$ cat src/rtl/gcl_pkg.sv
// gcl_pkg: widths and constants shared by the gcd/lcm unit.
// No dependencies; imported by gcl_divider, gcd_lcm_unit and the bench.
package gcl_pkg;

  // operand width as two's complement, taken from the low bits of each field
  localparam int OPERAND_WIDTH = 32;
  // magnitude width of a positive operand
  localparam int MAG_W  = OPERAND_WIDTH - 1;
  // counter wide enough to hold MAG_W itself
  localparam int CNT_W  = $clog2(MAG_W + 1);
  localparam int PROD_W = 2 * MAG_W;

  // result field widths
  localparam int GCD_W = 31;
  localparam int LCM_W = 62;

  // stream payload layout
  localparam int FIELD_W    = 32;
  localparam int A_LSB      = 0;
  localparam int B_LSB      = FIELD_W;
  localparam int IN_DATA_W  = 2 * FIELD_W;
  localparam int OUT_DATA_W = ((GCD_W + LCM_W + 7) / 8) * 8;
  localparam int OUT_PAD_W  = OUT_DATA_W - GCD_W - LCM_W;

endpackage

$ cat src/rtl/gcl_divider.sv
// gcl_divider: restoring radix-2 divider, one quotient bit per cycle.
// Depends on gcl_pkg. Used by gcd_lcm_unit for the multiple's quotient.
module gcl_divider (
  input  logic                  clk,
  input  logic                  rst,
  input  logic                  start,
  input  logic [gcl_pkg::MAG_W-1:0] dividend,
  input  logic [gcl_pkg::MAG_W-1:0] divisor,
  output logic                  done,
  output logic [gcl_pkg::MAG_W-1:0] quotient
);
  import gcl_pkg::*;

  logic [MAG_W-1:0] rem, rem_next;
  logic [MAG_W-1:0] quo, quo_next;
  logic [MAG_W-1:0] dvs;
  logic [CNT_W-1:0] cnt;
  logic             running;
  logic [MAG_W:0]   rem_sh;
  logic [MAG_W:0]   trial;
  logic             take;

  // one shift-subtract step
  always_comb begin
    rem_sh   = {rem, quo[MAG_W-1]};
    trial    = rem_sh - {1'b0, dvs};
    take     = ~trial[MAG_W];
    rem_next = take ? trial[MAG_W-1:0] : rem_sh[MAG_W-1:0];
    quo_next = {quo[MAG_W-2:0], take};
  end

  // iteration control; quotient bits shift in where the dividend shifts out
  always_ff @(posedge clk) begin
    if (rst) begin
      running <= 1'b0;
      done    <= 1'b0;
    end else begin
      done <= 1'b0;
      if (start) begin
        rem     <= '0;
        quo     <= dividend;
        dvs     <= divisor;
        cnt     <= CNT_W'(MAG_W);
        running <= 1'b1;
      end else if (running) begin
        rem <= rem_next;
        quo <= quo_next;
        cnt <= cnt - 1'b1;
        if (cnt == CNT_W'(1)) begin
          running <= 1'b0;
          done    <= 1'b1;
        end
      end
    end
  end

  assign quotient = quo;

endmodule

$ cat src/rtl/gcd_lcm_unit.sv
// gcd_lcm_unit: greatest common divisor and least common multiple of two
// signed operands. Depends on gcl_pkg and gcl_divider.
//
//  channel   dir  handshake          payload
//  s_*       in   s_tvalid/s_tready  s_tdata: value_a, value_b
//  m_*       out  m_tvalid/m_tready  m_tdata: gcd_out, lcm_out
//
// An item with two positive operands is taken in the idle state, then runs the
// binary GCD loop on the shared subtract/shift unit, one step per cycle (at
// most 2*(OPERAND_WIDTH-1)-1 steps), until u or v is zero. S_FIN then latches
// the gcd and starts the divider on operand a over the gcd; when it is done,
// its quotient times operand b is latched as the lcm, and S_OUT loads the
// output once it is free. A non-positive operand gives zero results directly.
// s_tready is high only while the sequencer idles; the output register
// holds a result under stall while the next item is taken.
// rst is synchronous and clears the sequencer and the output valid.
module gcd_lcm_unit (
  input  logic                           clk,
  input  logic                           rst,
  input  logic                           s_tvalid,
  output logic                           s_tready,
  // [31:0] value_a, [63:32] value_b
  input  logic [gcl_pkg::IN_DATA_W-1:0]  s_tdata,
  output logic                           m_tvalid,
  input  logic                           m_tready,
  // [30:0] gcd_out, [92:31] lcm_out, [95:93] zero
  output logic [gcl_pkg::OUT_DATA_W-1:0] m_tdata
);
  import gcl_pkg::*;

  typedef enum logic [2:0] {
    S_IDLE,
    S_GCD,
    S_FIN,
    S_DIV,
    S_OUT
  } state_t;

  state_t state;

  logic [OPERAND_WIDTH-1:0] op_a, op_b;
  logic                     pos_a, pos_b;
  logic [MAG_W-1:0]         a_mag, b_mag;
  logic [MAG_W-1:0]         u, v, u_next, v_next;
  logic [CNT_W-1:0]         k, k_next;
  logic [MAG_W:0]           diff;
  logic [MAG_W-1:0]         gshift;
  logic [MAG_W-1:0]         g_res;
  logic [LCM_W-1:0]         lcm_res;
  logic [PROD_W-1:0]        product;
  logic [GCD_W-1:0]         gcd_q;
  logic [LCM_W-1:0]         lcm_q;
  logic                     div_start, div_done;
  logic [MAG_W-1:0]         div_quo;
  logic                     accept;
  logic                     out_free;

  // operand decode
  always_comb begin
    op_a  = s_tdata[A_LSB +: OPERAND_WIDTH];
    op_b  = s_tdata[B_LSB +: OPERAND_WIDTH];
    pos_a = ~op_a[OPERAND_WIDTH-1] && (op_a != '0);
    pos_b = ~op_b[OPERAND_WIDTH-1] && (op_b != '0);
  end

  // binary GCD step: one compare/subtract and one shift
  always_comb begin
    diff   = {1'b0, u} - {1'b0, v};
    u_next = u;
    v_next = v;
    k_next = k;
    if (!u[0] && !v[0]) begin
      u_next = u >> 1;
      v_next = v >> 1;
      k_next = k + 1'b1;
    end else if (!u[0]) begin
      u_next = u >> 1;
    end else if (!v[0]) begin
      v_next = v >> 1;
    end else if (!diff[MAG_W]) begin
      u_next = diff[MAG_W:1];
    end else begin
      v_next = MAG_W'((~diff + 1'b1) >> 1);
    end
  end

  // restore common factors of two
  assign gshift    = (u | v) << k;
  assign div_start = (state == S_FIN);
  assign product   = PROD_W'(div_quo) * PROD_W'(b_mag);

  gcl_divider u_div (
    .clk      (clk),
    .rst      (rst),
    .start    (div_start),
    .dividend (a_mag),
    .divisor  (gshift),
    .done     (div_done),
    .quotient (div_quo)
  );

  assign s_tready = (state == S_IDLE);
  assign accept   = s_tvalid && s_tready;
  assign out_free = !m_tvalid || m_tready;

  // sequencer and output register
  always_ff @(posedge clk) begin
    if (rst) begin
      state    <= S_IDLE;
      m_tvalid <= 1'b0;
    end else begin
      // result leaves unless a new one is loaded in the same cycle
      if (m_tvalid && m_tready && state != S_OUT) begin
        m_tvalid <= 1'b0;
      end
      unique case (state)
        S_IDLE: begin
          if (accept) begin
            if (pos_a && pos_b) begin
              a_mag <= op_a[MAG_W-1:0];
              b_mag <= op_b[MAG_W-1:0];
              u     <= op_a[MAG_W-1:0];
              v     <= op_b[MAG_W-1:0];
              k     <= '0;
              state <= S_GCD;
            end else begin
              g_res   <= '0;
              lcm_res <= '0;
              state   <= S_OUT;
            end
          end
        end
        S_GCD: begin
          if (u == '0 || v == '0) begin
            state <= S_FIN;
          end else begin
            u <= u_next;
            v <= v_next;
            k <= k_next;
          end
        end
        S_FIN: begin
          g_res <= gshift;
          state <= S_DIV;
        end
        S_DIV: begin
          if (div_done) begin
            lcm_res <= LCM_W'(product);
            state   <= S_OUT;
          end
        end
        S_OUT: begin
          if (out_free) begin
            gcd_q    <= GCD_W'(g_res);
            lcm_q    <= lcm_res;
            m_tvalid <= 1'b1;
            state    <= S_IDLE;
          end
        end
        default: begin
          state <= S_IDLE;
        end
      endcase
    end
  end

  assign m_tdata = {{OUT_PAD_W{1'b0}}, lcm_q, gcd_q};

endmodule

$ cat config.mk
export PLATFORM = sky130hd
export DESIGN_NAME = gcd_lcm_unit
export DESIGN_NICKNAME = d
export VERILOG_FILES = /design/src/rtl/gcl_pkg.sv /design/src/rtl/gcl_divider.sv /design/src/rtl/gcd_lcm_unit.sv
export SDC_FILE = /design/constraint.sdc
export NUM_CORES = 2
export LEC_CHECK = 0
export ABC_CLOCK_PERIOD_IN_PS = 15920
export BUFFER_PORTS_ARGS = -buffer_cell sky130_fd_sc_hd__buf_4
export CAP_MARGIN = 30
export CORE_MARGIN = 10
export CORE_UTILIZATION = 50
export CTS_BUF_LIST = sky130_fd_sc_hd__clkbuf_8
export CTS_CLUSTER_DIAMETER = 100
export DETAILED_ROUTE_END_ITERATION = 6
export GPL_TIMING_DRIVEN = 0
export PLACE_DENSITY = 0.76
export SLEW_MARGIN = 5
export SYNTH_ARGS = -nofsm -noshare
export SYNTH_HDL_FRONTEND = slang
export SYNTH_SLANG_ARGS = --single-unit
$ cat constraint.sdc
create_clock -name clk -period 15.92 [get_ports clk]
set_input_delay 3.184 -clock clk [delete_from_list [all_inputs] [get_ports clk]]
set_output_delay 3.184 -clock clk [all_outputs]
set_load 0.1 [all_outputs]
-- After elaboration in Yosys (flattened, before gate mapping)
Cells that the tools add are included.
W data, S select, Z words.
- add/sub/neg operators: 5
- $mul: 1
- eq/ne operators: 18
- shift-type cells: 1
- multiplexer cells: 46
- bitwise operators: 7
- reduce and logical (&&, ||, !) cells: 34
- operators by type and width (kind ; count):
    $mux W31 ; 20
    $mux W62 ; 3
    $pmux W31 S2 ; 3
    $pmux W62 S2 ; 1
    $reduce_bool A32 Y1 ; 2
    $logic_not A31 Y1 ; 2
    $mul A31 B31 Y62 ; 1
    $add A32 B1 Y32 const B ; 1
    $not A32 Y32 ; 1
    $sub A31 B31 Y32 ; 1
    $sub A32 B31 Y32 ; 1
    $or A31 B31 Y31 ; 1
    $shl A31 B5 Y31 ; 1
    $mux W5 ; 5
    $mux W3 ; 5
    $pmux W3 S5 ; 1
    $reduce_and A7 Y1 ; 2
    $ne A4 B4 Y1 const B ; 3
    $reduce_and A4 Y1 ; 3
    $reduce_and A6 Y1 ; 2
    $ne A2 B2 Y1 const B ; 5
    $pmux W5 S2 ; 1
    $reduce_and A5 Y1 ; 2
    $reduce_bool A2 Y1 ; 4
    other kinds (17) ; 41
- flip-flop bits (word level): 419

-- Depth between registers and ports, before layout
- depth after elaboration: 9
- gate-level depth with buffers: 30

-- Modules after synthesis
A second synthesis with hierarchy kept.
- cells, all modules: 5354
- area total of the unflattened synthesis: 53167.2 µm²
- by module, submodules not included (module ; instances ; cells an instance ; area each (µm²)):
    gcd_lcm_unit ; 1 ; 4882 ; 47450.5
    gcl_divider ; 1 ; 472 ; 5716.7

-- Worst setup path before layout
OpenSTA, ideal clock, no wires.
- kind: input -> register
- start point: input port rst
- end point: register gcd_q[0] (enable)
- setup time: 0.678 ns
- arrival time: 10.192 ns
- data required time: 15.242 ns
- setup slack: 5.050 ns
- stages: 2
- path buffers: 1
- path through: clkbuf_1 > nor3b_1
- longest elaborated chain between the ends: 2
- ends and longest elaborated chain (element ; line ; RTL):
    start: declaration ; gcd_lcm_unit.sv:19 ; input logic rst,
    $not A1 Y1 (no source line) ; -- ;
    $reduce_and A3 Y1 (no source line) ; -- ;
    end signal: assignment ; gcd_lcm_unit.sv:154 ; gcd_q <= GCD_W'(g_res);
    end: declaration ; gcd_lcm_unit.sv:51 ; logic [GCD_W-1:0] gcd_q;
Every way passes these cells.
A chain may end at the register's enable or synchronous reset.

-- Final worst setup path
- start point: register u_div.quo[11] (netlist: u_div.quotient[11])
- end point: register lcm_res[60], data pin
- longest elaborated chain between the ends: 3
- ends and longest elaborated chain (element ; line ; RTL):
    start: declaration ; gcl_divider.sv:15 ; logic [MAG_W-1:0] quo, quo_next;
    start signal: assignment ; gcl_divider.sv:41 ; quo <= dividend;
    start signal: assignment ; gcl_divider.sv:47 ; quo <= quo_next;
    $mul A31 B31 Y62 ; gcd_lcm_unit.sv:90 ; assign product = PROD_W'(div_quo) * PROD_W'(b_mag);
    $mux W62 ; gcd_lcm_unit.sv:147 ; if (div_done) begin
    $pmux W62 S2 ; gcd_lcm_unit.sv:116 ; unique case (state)
    end signal: assignment ; gcd_lcm_unit.sv:148 ; lcm_res <= LCM_W'(product);
    end: declaration ; gcd_lcm_unit.sv:49 ; logic [LCM_W-1:0] lcm_res;
Every way passes these cells. The select of a mux whose other input is x is not followed.

==> impl_metrics.env <==
export IMPL_cts_max_level=3
export IMPL_setup_violations=0
export IMPL_slew_headroom=0.208
export IMPL_postCtsHoldBufs=0
export IMPL_drtIter0Drc=4379
export IMPL_first_pass_iters=7
export IMPL_drive_gt1_frac=0.0764
export IMPL_grt_pass1_wl_mm=284
export IMPL_ctsResizeCount=0
export IMPL_die_w_um=346
export IMPL_wl_per_cell_um=27.1
export IMPL_syn_inst=5434
export IMPL_start_util=0.504
export IMPL_grt_use_total=0.322
export IMPL_critPathLaunchType="flip-flop"
export IMPL_post_cts_setup_buffers=0
export IMPL_grt_max_degree=32
export IMPL_viasPerCell=5.83
export IMPL_clockRootBuffer="clkbuf_8"
export IMPL_cp_common_cell="fa_1"
export IMPL_tightest_slew_ns=1.19
export IMPL_fmax_mhz=103
export IMPL_fin_tns_setup_ns=0
export IMPL_final_cell_mix="inv_1, fa_1, nand2_1, and2_1, edfxtp_1"
export IMPL_synth_edff_count=413
export IMPL_maxCapViolCount=0
export IMPL_synth_async_reset_ratio=0
export IMPL_rsz0062_at_grt="no"
export IMPL_cp_end_kind="flip-flop"
export IMPL_hp_class="flip-flop to flip-flop"
export IMPL_portBuffers=161
export IMPL_fill_cells=9443
export IMPL_path_class="flip-flop to flip-flop"
export IMPL_skew_ns=0.0688
export IMPL_ant_nets=0
export IMPL_grt_overflow=0
export IMPL_clk_pin_slew_worst_paths_ns=0.06
export IMPL_fin_nets=7006
export IMPL_synth_ff_type="edfxtp_1"
export IMPL_required_ns=16.42
export IMPL_slew_violations=0
export IMPL_clock_sinks=419
export IMPL_die_area_sq_mm=0.120
export IMPL_first_global_vias=42900
export IMPL_ios=166
export IMPL_cts_buffer_depth=3
export IMPL_core_sq_mm=0.106
export IMPL_gp_congestion=1.03
export IMPL_slowest_delay_ns=0.92
export IMPL_cts_tree="yes"
export IMPL_dp_hpwl_mm=160
export IMPL_period_share=0.611
export IMPL_crit_slowest_cell="o41ai_1"
export IMPL_cp_max_fo=10
export IMPL_antenna_found_initial=17
export IMPL_hold_ws_ns=0.391
export IMPL_seq_area_frac_synth=0.235
export IMPL_row_count=119
export IMPL_violations="design-rule violations"
export IMPL_layout_min_cycle_time_ns=9.73
export IMPL_final_common_cell="inv_1"
export IMPL_clk_latency_ns=0.77
export IMPL_dr_total_vias=42000
export IMPL_outcome="finished with violations"
export IMPL_drt_wl_total_mm=195
export IMPL_arrival_ns=10.23
export IMPL_fin_ws_ns=6.19
export IMPL_yosysWarnings=0
export IMPL_cts_made_buffers=72
export IMPL_syn_area_per_cell_sq_um=9.80
export IMPL_report_final_hold_viol_count=0
export IMPL_synth_cell_types=92
export IMPL_drc=9
export IMPL_ys_seq_elements=419
export IMPL_area_growth_pct=10.2
export IMPL_die_y_um=346
export IMPL_syn_area_sq_mm=0.0532
export IMPL_post_place_ws_ns=6.31
-- final timing paths --
kind	from	slack, ns	cells after the start	endpoint
setup / recovery	u_div.quotient[11]	6.19	28	lcm_res[60]
hold / removal	lcm_res[29]	0.39	0	lcm_q[29]
setup reg to reg	u_div.quotient[11]	6.19	28	lcm_res[60]
hold reg to reg	lcm_res[29]	0.39	0	lcm_q[29]
-- per-layer routing --
layer  share of wire  track usage  vias up
li1                -            -    17800
met1            0.37        0.404    21000
met2            0.44        0.502     2581
met3            0.13        0.101      533
met4           0.058        0.163       10
met5         0.00030            0        -
-- registers in the layout, indices dropped and copies added, names as in the netlist, 31 cells and up --
signal / count
b_mag: 31
v: 31
u_div.quotient: 31
gcd_q: 31
u_div.dvs: 31
g_res: 31
u_div.rem: 31
lcm_res: 62
u: 31
a_mag: 31
lcm_q: 62
-- Yosys cell counts (all sizes together) (24+ instances only) --
library cell	n	share of area
a211oi	24	0.0035
a21o	59	0.0083
a21oi	166	0.016
a221oi	26	0.0043
and2	511	0.060
clkbuf	295	0.022
edfxtp	413	0.23
fa	839	0.32
ha	354	0.083
inv	967	0.068
mux4	27	0.011
nand2	703	0.050
nand2b	26	0.0031
nand3	61	0.0059
nand4	30	0.0035
nor2	262	0.018
nor3	48	0.0048
nor4	50	0.0064
o21ai	110	0.010
xnor2	86	0.014
xor2	51	0.0084
-- logic make-up after synthesis --
| logic type | count (synthesis) | synth area share |
|---|---|---|
| AND/OR/NAND/NOR | 1774 | 0.163 |
| buffers and inverters | 1278 | 0.0916 |
| other | 1 | 0.0000704 |
| adder cells (fa/ha/maj) | 1193 | 0.399 |
| multiplexers | 67 | 0.0194 |
| XOR/XNOR | 137 | 0.0227 |
| flip-flops | 419 | 0.235 |
| AO/OA/AOI/OAI | 565 | 0.0694 |
-- critical path, delay by kind of cell (launching register included) --
kind	cells	cell delay [ns]
adders and majority gates	9	4.36
AOI/OAI and AO/OA	8	2.59
buffers and inverters	7	1.19
DFF	1	0.64
and+or+nand+nor	3	0.50
xor gates and xnor gates	1	0.21
-- area by class of cell --
class                           instances  area (sq um)  share of cell area
Antenna cell                           13          32.5            0.000554
Tap cell                             1391          1740              0.0296
Sequential cell                       419         12500               0.213
Clock inverter                         55           447             0.00761
Multi-Input combinational cell       3739         35900               0.612
Buffer                                311          1250              0.0213
Timing Repair Buffer                  235          2170              0.0370
Clock buffer                           72           991              0.0169
Inverter                              967          3630              0.0618
-- per-stage QoR --
step	instances	util	area [sq um]
floorplan	5436	-	53300
global placement	6988	0.532	56200
detailed placement	7050	0.541	57100
CTS	7177	0.554	58500
global route	7191	0.556	58700
finish	7202	0.556	58700
Power is not shown: default switching activity piles up to over one toggle a cycle in this logic, so the estimate is an artifact.
